`config.mk`:
```
export PLATFORM = sky130hd
export DESIGN_NAME = lpb_ctrl
export DESIGN_NICKNAME = d
export VERILOG_FILES = /design/src/rtl/core/assert_macros.svh /design/src/rtl/core/lpb_pkg.sv /design/src/rtl/core/lpb_ctrl.sv
export SDC_FILE = /design/constraint.sdc
export NUM_CORES = 1
export LEC_CHECK = 0
export CELL_PAD_IN_SITES_DETAIL_PLACEMENT = 0
export CELL_PAD_IN_SITES_GLOBAL_PLACEMENT = 1
export CORE_AREA = 10 10 47 49
export CTS_CLUSTER_DIAMETER = 40
export DETAILED_ROUTE_END_ITERATION = 10
export DIE_AREA = 0 0 57 59
export DONT_BUFFER_PORTS = 1
export PLACE_DENSITY_LB_ADDON = 0.1
export SYNTH_ARGS = -nofsm -noshare
export SYNTH_HDL_FRONTEND = slang
export SYNTH_SLANG_ARGS = --single-unit
export TNS_END_PERCENT = 1
```
`constraint.sdc`:
```
create_clock -name clk -period 2.25 [get_ports clk]
set_clock_uncertainty 0.2 [all_clocks]
set_input_delay 0.225 -clock clk [delete_from_list [all_inputs] [get_ports clk]]
set_output_delay 0.225 -clock clk [all_outputs]
set_load 0.03 [all_outputs]
```
`src/rtl/core/assert_macros.svh`:
```
// ----------------------------------------------------------------------------
// assert_macros.svh
// Concurrent assertion helpers shared by the RTL; empty for synthesis.
// ----------------------------------------------------------------------------
`ifndef ASSERT_MACROS_SVH
`define ASSERT_MACROS_SVH

`ifndef SYNTHESIS

// same-cycle implication, checked on every rising edge out of reset
`define LPB_ASSERT_IMP(lbl, clk, rst_n, ante, cons) \
  lbl: assert property (@(posedge clk) disable iff (!rst_n) (ante) |-> (cons)) \
    else $error("implication check failed");

// next-cycle implication, checked on every rising edge out of reset
`define LPB_ASSERT_NXT(lbl, clk, rst_n, ante, cons) \
  lbl: assert property (@(posedge clk) disable iff (!rst_n) (ante) |=> (cons)) \
    else $error("next-cycle check failed");

`else

`define LPB_ASSERT_IMP(lbl, clk, rst_n, ante, cons)
`define LPB_ASSERT_NXT(lbl, clk, rst_n, ante, cons)

`endif

`endif

```
`src/rtl/core/lpb_pkg.sv`:
```
// ----------------------------------------------------------------------------
// lpb_pkg
// Shared types, codes and arithmetic helpers of the layer pixel blender.
// ----------------------------------------------------------------------------
`default_nettype none

package lpb_pkg;

  // number of register stages in the channel datapath
  localparam int LPB_STAGES = 5;

  // blend mode codes
  typedef enum logic [2:0] {
    MODE_NORMAL   = 3'd0,
    MODE_MULTIPLY = 3'd1,
    MODE_SCREEN   = 3'd2,
    MODE_OVERLAY  = 3'd3,
    MODE_ADD      = 3'd4,
    MODE_SUBTRACT = 3'd5,
    MODE_LIGHTEN  = 3'd6,
    MODE_DARKEN   = 3'd7
  } blend_mode_t;

  // configuration register indexes
  localparam logic CFG_BLEND_MODE  = 1'b0;
  localparam logic CFG_LAYER_ALPHA = 1'b1;

  // register reset value and constant output alpha
  localparam logic [7:0] ALPHA_RESET = 8'hFF;
  localparam logic [7:0] ALPHA_OPAQUE = 8'hFF;

  // full scale squared
  localparam logic [15:0] FULL_SQ = 16'd65025;

  // reciprocal of 65025 scaled by 2^40, rounded down
  localparam int          RECIP_SHIFT = 40;
  localparam logic [24:0] RECIP_65025 = 25'((41'd1 << RECIP_SHIFT) / 41'd65025);

  // pipeline control between the control unit and the datapath
  typedef struct packed {
    logic [LPB_STAGES-1:0] en;
    logic [LPB_STAGES-1:0] vld;
  } lpb_pipe_t;

  // floor(x / 255), exact for every product of two 8-bit values, as used here
  function automatic logic [7:0] div255(input logic [15:0] x);
    logic [16:0] sum;
    sum = {1'b0, x} + 17'd1 + {9'd0, x[15:8]};
    return sum[15:8];
  endfunction

  // x * 255 by shift and subtract
  function automatic logic [15:0] mul255(input logic [7:0] x);
    return {x, 8'd0} - {8'd0, x};
  endfunction

endpackage

`default_nettype wire

```
`src/rtl/core/lpb_ctrl.sv`:
```
// ----------------------------------------------------------------------------
// lpb_ctrl
// Valid bits and stage enables of the blend pipeline, plus the tlast line.
// ----------------------------------------------------------------------------
`default_nettype none

module lpb_ctrl
  import lpb_pkg::*;
(
  input  wire logic      clk,
  input  wire logic      rst_n,
  input  wire logic      in_tvalid,
  input  wire logic      in_tlast,
  output logic           in_tready,
  output logic           out_tvalid,
  input  wire logic      out_tready,
  output logic           out_tlast,
  output lpb_pipe_t      pipe
);

  logic [LPB_STAGES-1:0] vld_r;
  logic [LPB_STAGES-1:0] vld_nxt;
  logic [LPB_STAGES-1:0] last_r;
  logic [LPB_STAGES-1:0] last_nxt;
  logic [LPB_STAGES-1:0] rdy;

  // a stage loads when it is empty or its content moves on
  always_comb begin
    rdy[LPB_STAGES-1] = !vld_r[LPB_STAGES-1] || out_tready;
    for (int i = LPB_STAGES - 2; i >= 0; i--) begin
      rdy[i] = !vld_r[i] || rdy[i+1];
    end
  end

  // next valid and last bits per stage
  always_comb begin
    vld_nxt  = vld_r;
    last_nxt = last_r;
    if (rdy[0]) begin
      vld_nxt[0]  = in_tvalid;
      last_nxt[0] = in_tlast;
    end
    for (int i = 1; i < LPB_STAGES; i++) begin
      if (rdy[i]) begin
        vld_nxt[i]  = vld_r[i-1];
        last_nxt[i] = last_r[i-1];
      end
    end
  end

  always_ff @(posedge clk) begin
    if (!rst_n) begin
      vld_r <= '0;
    end else begin
      vld_r <= vld_nxt;
    end
  end

  // last flag is payload, no reset
  always_ff @(posedge clk) begin
    last_r <= last_nxt;
  end

  assign in_tready  = rdy[0];
  assign out_tvalid = vld_r[LPB_STAGES-1];
  assign out_tlast  = last_r[LPB_STAGES-1];
  assign pipe.en    = rdy;
  assign pipe.vld   = vld_r;

endmodule

`default_nettype wire

```
==> results.cfg <==
[route]
routed_wl_um = 782
wl_per_cell_um = 15.04
vias = 238
first_pass_iters = 1
drtIter0Drc = 0
ant_nets = 0
drcViolationCount = 0
routed_via_density = 4.577

[power_and_ir_drop]
ir_worst_vdd_uv = 289.1
leakage_nw = 0.1657
total_power_mw = 0.3487
p_per_area_mw_per_mm2 = 785.0

[synthesis]
syn-cell-area_um2 = 367.9
synthArstFlopShare_pct = 0
syn_nets = 34
yosys.area_share.simple_pct = 14.97
netlist_instances = 29
synth_xor_area_share_pct = 0
yosysWarnings = 0
synth_seq_cells = 10
synth_compound_gate_area_share_pct = 9.864
muxShareOfSynthArea_pct = 0
synth_edf_count = 5
syn_area_per_cell_um2 = 12.68
synth_fa_ha_area_share_pct = 0
synth_top_family_by_area = simple AND/OR/NAND/NOR gates
synth_flop_cell = edfxtp_1
post_synth_num_cell_types = 13
ys_seq_area_share_pct = 68.03

[timing]
whs_ns = 0.09630
final_hold_viol_count = 0
worst_pin_slew_ns = 0.4629
fin_crit_ns = 1.949
fin_setup_tns_ns = 0
max_freq_mhz = 513.2
min_period_over_period_pct = 86.60
slew_viol_final = 0
setup_viol = 0
rsz0062_at_grt = no
slew_headroom_pct = 69.10

[place]
finalWeightedCongestion = 0.6172
place_inst = 45
placed_area_um2 = 387.9
portBuffers = 0
dp_hpwl_um = 588.8

[clock_tree]
post_cts_resized = 0
insertion_delay_ns = 0.26
cts_tree = yes
clock_path_buffers = 2
cts_sinks = 10
cts_root_buffer = clkbuf_4
clk_pin_slew_ns = 0.06
cts_max_level = 1
numCtsBuffers = 3

[floorplan]
die-area_mm2 = 0.003363
dieHeight_um = 59
die_w_um = 57
fp-row-count = 14
initial_core_util_pct = 26.25
core_area_mm2 = 0.001401
ioPinCount = 18

[critical_path]
cp-start-kind = flop
required_ns = 1.82
cpMaxStageDelayCell = dfxtp_1
cpPeakStageDelay_ns = 0.55
crit_family = flip-flops
cp-end-kind = primary output
reg2reg_slack_ns = 0.59
crit_type = reg -> out
crit_fanout = 4
crit_arrival_ns = 1.52
path_cells = and4b_2 > nand3_1 > buf_4
path_buf_inv = 1

[finish]
fillers = 157
final_cell_mix = edfxtp_1 (5), dfxtp_1 (5), nand2_1 (4)
nets = 42
syn2layout_area_growth_pct = 20.75
final_cells = 52
drive_above_1_share_pct = 27.78
multi_input_area_um2 = 91.34
design_area_um2 = 444.2
diodes = 0
ff_latch_area_um2 = 250.2

[global_routing]
use_met3_pct = 5.579
grt_pass1_wl_mm = 1.345
grt_usage_pct = 5.204
antenna_found_initial = 0
use_met1_pct = 4.556
grt_pass1_vias = 295
grt_remaining_overflow = 0
grtUsageMet2_pct = 7.752
grt_max_degree = 8
grt-busiest-layer = met2

[outcome]
status = finished, final reports clean

[hold_path]
holdCritPathClass = in -> reg

[job]
cap_violations = 0
## metal layers
layer / vias to the layer above / wire, um
met5: - / 0
met4: 0 / 0
li1: 110 / -
met2: 14 / 335
met3: 0 / 145
met1: 114 / 302
## cell type report
class	count	area share, %
sequential	10	56.34
timing repair buffer	5	10.14
tap	16	4.507
multi-input combinational	14	20.56
clock buffer	4	5.915
inverter	3	2.535
## power by group
group / internal, mW / total (mW) / switching (mW) / leakage, nW
registers: 0.198 / 0.210 / 0.0114 / 0.0938
logic: 0.00629 / 0.0115 / 0.00520 / 0.0569
clock network: 0.0684 / 0.127 / 0.0589 / 0.0150
total: 0.273 / 0.349 / 0.0755 / 0.166
## cell usage after synthesis (2+ instances only)
library cell	number	area share (%)
buf_4	2	4.1
dfxtp_1	5	27
inv_1	2	2.0
nand2_1	4	4.1
nand3_1	2	2.7
o21a_1	3	6.1
edfxtp_1	5	41
## state kept, by name (all words and copies together), names as in the netlist
register and count:
vld_r 5, last_r 5
## what timing repair did
item                       CTS  global route
hold buffers                 3             0
buffers inserted             0             0
setup endpoints to repair    0             0
hold endpoints to repair     6             0
## path summary, 6_finish.rpt
path,startpoint,endpoint,depth (start not counted)
max,vld_r[3],pipe[5],3
min,out_tready,vld_r[4],2
max reg2reg,vld_r[3],last_r[1],2
min reg2reg,last_r[2],last_r[3],0
## cells by family (layout without fill, tap and decap cells)
| family | count (synthesis) | after routing |
|---|---|---|
| and+or+nand+nor | 9 | 9 |
| AOI/OAI and AO/OA | 5 | 5 |
| DFF | 10 | 10 |
| buffers and inverters | 5 | 12 |
## stage by stage
step                      utilization (%)  worst slack, ns
after floorplan                         -           0.3804
after global placement              27.68           0.5660
after global routing                31.70           0.1938
after detailed placement            27.68           0.5724
final                               31.70           0.3015
after CTS                           31.70           0.2713
No activity file was read; power rests on OpenSTA's default activity.
