### src/rtl/core/assert_macros.svh
// ----------------------------------------------------------------------------
// assert_macros.svh
// Concurrent assertion helpers shared by the RTL; empty for synthesis.
// ----------------------------------------------------------------------------
`ifndef ASSERT_MACROS_SVH
`define ASSERT_MACROS_SVH

`ifndef SYNTHESIS

// same-cycle implication, checked on every rising edge out of reset
`define LPB_ASSERT_IMP(lbl, clk, rst_n, ante, cons) \
  lbl: assert property (@(posedge clk) disable iff (!rst_n) (ante) |-> (cons)) \
    else $error("implication check failed");

// next-cycle implication, checked on every rising edge out of reset
`define LPB_ASSERT_NXT(lbl, clk, rst_n, ante, cons) \
  lbl: assert property (@(posedge clk) disable iff (!rst_n) (ante) |=> (cons)) \
    else $error("next-cycle check failed");

`else

`define LPB_ASSERT_IMP(lbl, clk, rst_n, ante, cons)
`define LPB_ASSERT_NXT(lbl, clk, rst_n, ante, cons)

`endif

`endif

### src/rtl/core/lpb_pkg.sv
// ----------------------------------------------------------------------------
// lpb_pkg
// Shared types, codes and arithmetic helpers of the layer pixel blender.
// ----------------------------------------------------------------------------
`default_nettype none

package lpb_pkg;

  // number of register stages in the channel datapath
  localparam int LPB_STAGES = 5;

  // blend mode codes
  typedef enum logic [2:0] {
    MODE_NORMAL   = 3'd0,
    MODE_MULTIPLY = 3'd1,
    MODE_SCREEN   = 3'd2,
    MODE_OVERLAY  = 3'd3,
    MODE_ADD      = 3'd4,
    MODE_SUBTRACT = 3'd5,
    MODE_LIGHTEN  = 3'd6,
    MODE_DARKEN   = 3'd7
  } blend_mode_t;

  // configuration register indexes
  localparam logic CFG_BLEND_MODE  = 1'b0;
  localparam logic CFG_LAYER_ALPHA = 1'b1;

  // register reset value and constant output alpha
  localparam logic [7:0] ALPHA_RESET = 8'hFF;
  localparam logic [7:0] ALPHA_OPAQUE = 8'hFF;

  // full scale squared
  localparam logic [15:0] FULL_SQ = 16'd65025;

  // reciprocal of 65025 scaled by 2^40, rounded down
  localparam int          RECIP_SHIFT = 40;
  localparam logic [24:0] RECIP_65025 = 25'((41'd1 << RECIP_SHIFT) / 41'd65025);

  // pipeline control between the control unit and the datapath
  typedef struct packed {
    logic [LPB_STAGES-1:0] en;
    logic [LPB_STAGES-1:0] vld;
  } lpb_pipe_t;

  // floor(x / 255), exact for every product of two 8-bit values, as used here
  function automatic logic [7:0] div255(input logic [15:0] x);
    logic [16:0] sum;
    sum = {1'b0, x} + 17'd1 + {9'd0, x[15:8]};
    return sum[15:8];
  endfunction

  // x * 255 by shift and subtract
  function automatic logic [15:0] mul255(input logic [7:0] x);
    return {x, 8'd0} - {8'd0, x};
  endfunction

endpackage

`default_nettype wire

### src/rtl/core/lpb_chan.sv
// ----------------------------------------------------------------------------
// lpb_chan
// Five-stage blend datapath for one color channel.
// ----------------------------------------------------------------------------
`default_nettype none

module lpb_chan
  import lpb_pkg::*;
(
  input  wire logic                  clk,
  input  wire logic [LPB_STAGES-1:0] en,
  input  wire blend_mode_t           mode,
  input  wire logic [7:0]            alpha,
  input  wire logic [7:0]            src,
  input  wire logic [7:0]            dst,
  output logic [7:0]                 result
);

  // stage 1: raw products
  logic [15:0] s1_sd_r, s1_inv_r, s1_sa_r, s1_dia_r;
  logic [7:0]  s1_d_r, s1_sel_r;
  logic [15:0] s1_sd_nxt, s1_inv_nxt, s1_sa_nxt, s1_dia_nxt;
  logic [7:0]  s1_sel_nxt;
  logic [7:0]  inv_s, inv_d, inv_a;

  // stage 2: blend value and destination term
  logic [15:0] s2_v_r, s2_v_nxt;
  logic [23:0] s2_term_r, s2_term_nxt;
  logic [7:0]  s2_d_r;
  logic [16:0] dst255;

  // stage 3: numerator over 65025
  logic [23:0] s3_n_r, s3_n_nxt;
  logic [7:0]  s3_d_r;
  logic [7:0]  mul_sel;

  // stage 4: quotient estimate
  logic [7:0]  s4_q_r, s4_q_nxt;
  logic [23:0] s4_n_r;
  logic [7:0]  s4_d_r;
  logic [48:0] recip_prod;

  // stage 5: corrected quotient and final select
  logic [7:0]  s5_res_r, s5_res_nxt;
  logic [23:0] back_prod, remain;
  logic [7:0]  quot;
  logic [8:0]  sum_sat;

  // stage 1 logic
  always_comb begin
    inv_s      = 8'd255 - src;
    inv_d      = 8'd255 - dst;
    inv_a      = 8'd255 - alpha;
    s1_sd_nxt  = {8'd0, src} * {8'd0, dst};
    s1_inv_nxt = {8'd0, inv_s} * {8'd0, inv_d};
    s1_sa_nxt  = {8'd0, src} * {8'd0, alpha};
    s1_dia_nxt = {8'd0, dst} * {8'd0, inv_a};
    unique case (mode)
      MODE_LIGHTEN: s1_sel_nxt = (src > dst) ? src : dst;
      MODE_DARKEN:  s1_sel_nxt = (src < dst) ? src : dst;
      default:      s1_sel_nxt = src;
    endcase
  end

  always_ff @(posedge clk) begin
    if (en[0]) begin
      s1_sd_r  <= s1_sd_nxt;
      s1_inv_r <= s1_inv_nxt;
      s1_sa_r  <= s1_sa_nxt;
      s1_dia_r <= s1_dia_nxt;
      s1_d_r   <= dst;
      s1_sel_r <= s1_sel_nxt;
    end
  end

  // stage 2: all rules scaled to a common 65025 denominator
  always_comb begin
    dst255      = {1'b0, mul255(s1_d_r)};
    s2_term_nxt = {s1_dia_r, 8'd0} - {8'd0, s1_dia_r};
    unique case (mode)
      MODE_MULTIPLY: s2_v_nxt = mul255(div255(s1_sd_r));
      MODE_SCREEN:   s2_v_nxt = FULL_SQ - s1_inv_r;
      MODE_OVERLAY: begin
        if (!s1_d_r[7]) begin
          s2_v_nxt = {s1_sd_r[14:0], 1'b0};
        end else begin
          s2_v_nxt = FULL_SQ - {s1_inv_r[14:0], 1'b0};
        end
      end
      MODE_ADD: begin
        s2_v_nxt    = s1_sa_r;
        s2_term_nxt = '0;
      end
      MODE_SUBTRACT: begin
        s2_term_nxt = '0;
        if (dst255 > {1'b0, s1_sa_r}) begin
          s2_v_nxt = 16'(dst255 - {1'b0, s1_sa_r});
        end else begin
          s2_v_nxt = '0;
        end
      end
      default:       s2_v_nxt = mul255(s1_sel_r);
    endcase
  end

  always_ff @(posedge clk) begin
    if (en[1]) begin
      s2_v_r    <= s2_v_nxt;
      s2_term_r <= s2_term_nxt;
      s2_d_r    <= s1_d_r;
    end
  end

  // stage 3: weight by opacity, or by 255 for add and subtract
  always_comb begin
    mul_sel  = (mode == MODE_ADD || mode == MODE_SUBTRACT) ? 8'd255 : alpha;
    s3_n_nxt = ({8'd0, s2_v_r} * {16'd0, mul_sel}) + s2_term_r;
  end

  always_ff @(posedge clk) begin
    if (en[2]) begin
      s3_n_r <= s3_n_nxt;
      s3_d_r <= s2_d_r;
    end
  end

  // stage 4: reciprocal multiply, estimate is low by at most one
  always_comb begin
    recip_prod = {25'd0, s3_n_r} * {24'd0, RECIP_65025};
    s4_q_nxt   = recip_prod[RECIP_SHIFT+7:RECIP_SHIFT];
  end

  always_ff @(posedge clk) begin
    if (en[3]) begin
      s4_q_r <= s4_q_nxt;
      s4_n_r <= s3_n_r;
      s4_d_r <= s3_d_r;
    end
  end

  // stage 5: remainder correction, saturating add for add mode
  always_comb begin
    back_prod = {16'd0, s4_q_r} * {8'd0, FULL_SQ};
    remain    = s4_n_r - back_prod;
    quot      = (remain >= {8'd0, FULL_SQ}) ? 8'(s4_q_r + 8'd1) : s4_q_r;
    sum_sat   = {1'b0, s4_d_r} + {1'b0, quot};
    if (mode == MODE_ADD) begin
      s5_res_nxt = sum_sat[8] ? 8'hFF : sum_sat[7:0];
    end else begin
      s5_res_nxt = quot;
    end
  end

  always_ff @(posedge clk) begin
    if (en[4]) begin
      s5_res_r <= s5_res_nxt;
    end
  end

  assign result = s5_res_r;

endmodule

`default_nettype wire

### config.mk
export PLATFORM = sky130hd
export DESIGN_NAME = lpb_chan
export DESIGN_NICKNAME = d
export VERILOG_FILES = /design/src/rtl/core/assert_macros.svh /design/src/rtl/core/lpb_pkg.sv /design/src/rtl/core/lpb_chan.sv
export SDC_FILE = /design/constraint.sdc
export NUM_CORES = 2
export LEC_CHECK = 0
export ABC_AREA = 0
export BUFFER_PORTS_ARGS = -buffer_cell sky130_fd_sc_hd__buf_4
export CAP_MARGIN = 20
export CORE_AREA = 2 2 239 241
export CTS_CLUSTER_SIZE = 40
export DETAILED_ROUTE_END_ITERATION = 10
export DIE_AREA = 0 0 241 243
export PLACE_DENSITY_LB_ADDON = 0.05
export RECOVER_POWER = 100
export SYNTH_ARGS = -nofsm -noshare
export SYNTH_HDL_FRONTEND = slang
export SYNTH_SLANG_ARGS = --single-unit
### constraint.sdc
create_clock -name clk -period 13.35 [get_ports clk]
set_input_delay 1.335 -clock clk [delete_from_list [all_inputs] [get_ports clk]]
set_output_delay 1.335 -clock clk [all_outputs]
set_load 0.005 [all_outputs]
==> results.md <==
* Status: finished with violations
* Failing checks: max-capacitance violations, max-slew violations
* Top cells by area, synth: ha_1 23%, fa_1 21%, edfxtp_1 20%, inv_1 7.0%, xnor2_1 3.2%
* Vias in the first global route at 22,800
* Initial core utilization at 0.545
* Syn Area/Cell at 9.58 um^2
* Synth cell types at 84
* Syn Nets at about 4,100
* CP arrival at 8.64 ns
* Die ar. at 58,600 um^2
* I/O Buffers at 40
* Seq/Total Area, Yosys at 0.205
* Die Wd at 241 um
* Io pins at 41
* Top post-synthesis cells by count: 566 x inv_1, 556 x ha_1, 320 x fa_1
* TritonCTS clock tree: built
* Num Clock Sinks at about 210
* Largest net degree at the start of global routing at between 60 and 70
* Critical Path, Cell by Cell: clkbuf_1, inv_1, nor2_2, clkbuf_1, nor2_1, clkbuf_1, nor2b_1, fa_1, fa_1, fa_1, fa_1, ha_1, o21a_1, nor2_1, a211o_1, a31oi_1, a211oi_1, nor4b_1, o21a_1, nor2_1, xnor2_1
* Antenna violations before repair at 0
* GRT Util Overall at 0.265
* Final WL at 75.7 mm
* GPL Wtd Cong at 0.933
* Max clock buf depth at 3
* Drt initial violations at 1,105
* Area delta synth->final at 5.13%
* CTS Buf Count at 25
* Dpl hpwl at 61.8 mm
* First-pass detailed-route iteration total at 5
* Final Max Slew Viols at 190
* # Max-Cap Violations at 4
* CTS clk-pin slew, worst paths at about 0.06 ns
* FILL cells at 5,027
* CP max-delay cell: clkbuf_1
* Most used DFF post-synth: edfxtp_1
* HP Class: reg -> reg
* Die H at 243 um
* Count leader, synth: inv_1
* Pre-CTS setup slack at 5.70 ns
* Worst skew pair latency at 0.56 ns
* Utilization after layout at 0.573
* # DRC at 0
* Vias per cell at 5.60
* DRT antenna net count at 0
* Fmax at 0.120 GHz
* Rows at just under 90
* Number of diodes at 0
* Final Cycle Share at 0.625
* Post-layout minimum cycle time at 8.34 ns
* Worst setup EP type: register
* Post-synth ARST share at 0
* Cts hold-fix bufs at 0
* Seq cells post-synth at 208
* First-pass GRT wire length at 121 mm
* Placeable core area at 56,000 um^2
* Setup TNS at 0 ns
* DR WL/cell at around 19 um
* Crit path max fanout at 32
* Startpoint types: primary input
* # placed instances at 3,893
* Cell taking the most area after synthesis: ha_1
* Share of layout cells above drive strength 1 at 0.0289
* FF/Latch Area at 6250 um^2
* Overflow after GRT at 0
* Fin. Hold Viols at 0
* Final Net Count at 4,073
* Synth Instances at 3,182
* Yosys synthesis warning count at 0
* Critical setup path kind: in -> reg
* Yosys top cell area share at 0.228
* RSZ-0062 raised after global routing: no
* Setup violations, final at 0
* Multi-input logic area at 21,700 um^2
* Setup ws final at 5.01 ns
* Final Non-Filler Cells at 3,937
* Slew margin rel. at -1.28
* Final Skew at 0.0326 ns
* Measured slew at the worst slew-check pin at 3.43 ns
* EDFF count, synth at between 200 and 250
* Synthesized area at 30,500 um^2
* CTS root buffer: clkbuf_16
* Flop2flop setup slack at 5.18 ns
* Most frequent CP cell: fa_1
* CP peak stage delay at 1.04 ns
* Vias at roughly 22,000
* Post_cts resized at 0
* H-tree depth at 1
* Setup Fix Bufs, Post-CTS at 0
* Required @ worst endpoint at 13.65 ns
[metal layers]
| metal | vias up | GRT usage | wire, um |
|---|---|---|---|
| met2 | 517 | 0.470 | 37700 |
| met1 | 10900 | 0.337 | 32500 |
| met4 | 0 | 0.0842 | 2560 |
| met5 | - | 0 | 0 |
| li1 | 10500 | - | - |
| met3 | 136 | 0.0255 | 2910 |
[final cells by class]
class / instances / share of cell area
clock buffer: 27 / 0.0197
multi-input combinational: 2309 / 0.676
timing repair buffer: 49 / 0.00901
sequential: 208 / 0.195
inverter: 571 / 0.0668
clock inverter: 17 / 0.00363
tap: 756 / 0.0295
[flip-flops by register name, indices dropped and copies added, names as in the netlist, 16 cells and up]
signal	count
s2_term_r	24
s3_n_r	24
s4_n_r	24
s1_dia_r	16
s1_inv_r	16
s1_sa_r	16
s1_sd_r	16
s2_v_r	16
[critical path, delay by kind of cell]
family / cells / cell delay [ns]
AOI/OAI and AO/OA: 5 / 1.01
xor gates and xnor gates: 1 / 0.12
adders and majority gates: 5 / 2.29
buffers and inverters: 4 / 2.56
and+or+nand+nor: 6 / 1.30
[logic make-up after synthesis]
group | count (synthesis) | share of synthesized area
AND/OR/NAND/NOR | 809 | 0.127
AO/OA/AOI/OAI | 443 | 0.0944
buffers and inverters | 665 | 0.0827
adder cells (fa/ha/maj) | 876 | 0.438
multiplexers | 18 | 0.00624
flip-flops | 208 | 0.205
XOR/XNOR | 163 | 0.0471
[per-stage QoR]
step / instance area, um^2 / hold WS, ns
after floorplan: 30500 / 0.400
after global placement: 31400 / 0.404
after detailed placement: 31400 / 0.406
after CTS: 32200 / 0.395
after global routing: 32100 / 0.414
final: 32100 / 0.399
[placed cells by master, fill, tap and decap left out, types with 19 or more instances in the layout]
master       n
nand2_1    242
nor2_1     237
nand4_1     19
a21oi_1    112
nor2b_1     69
nand2b_1    47
inv_1      566
or3_1       21
clkbuf_16   25
clkbuf_1    25
nand3_1     24
xor2_1      49
o21ai_0    107
ha_1       556
and2_1      44
xnor2_1    113
nor3_1      44
fa_1       320
a21o_1      40
edfxtp_1   208
[worst paths after layout]
check,from,endpoint,cells after the start
max reg2reg,s4_q_r[0]$_DFFE_PP_,result[6]$_DFFE_PP_,32
min reg2reg,s2_d_r[5]$_DFFE_PP_,s3_d_r[5]$_DFFE_PP_,0
max,mode[2],s3_n_r[22]$_DFFE_PP_,21
min,s2_d_r[5]$_DFFE_PP_,s3_d_r[5]$_DFFE_PP_,0
Power is not shown: default switching activity piles up to over one toggle a cycle in this logic, so the estimate is an artifact.
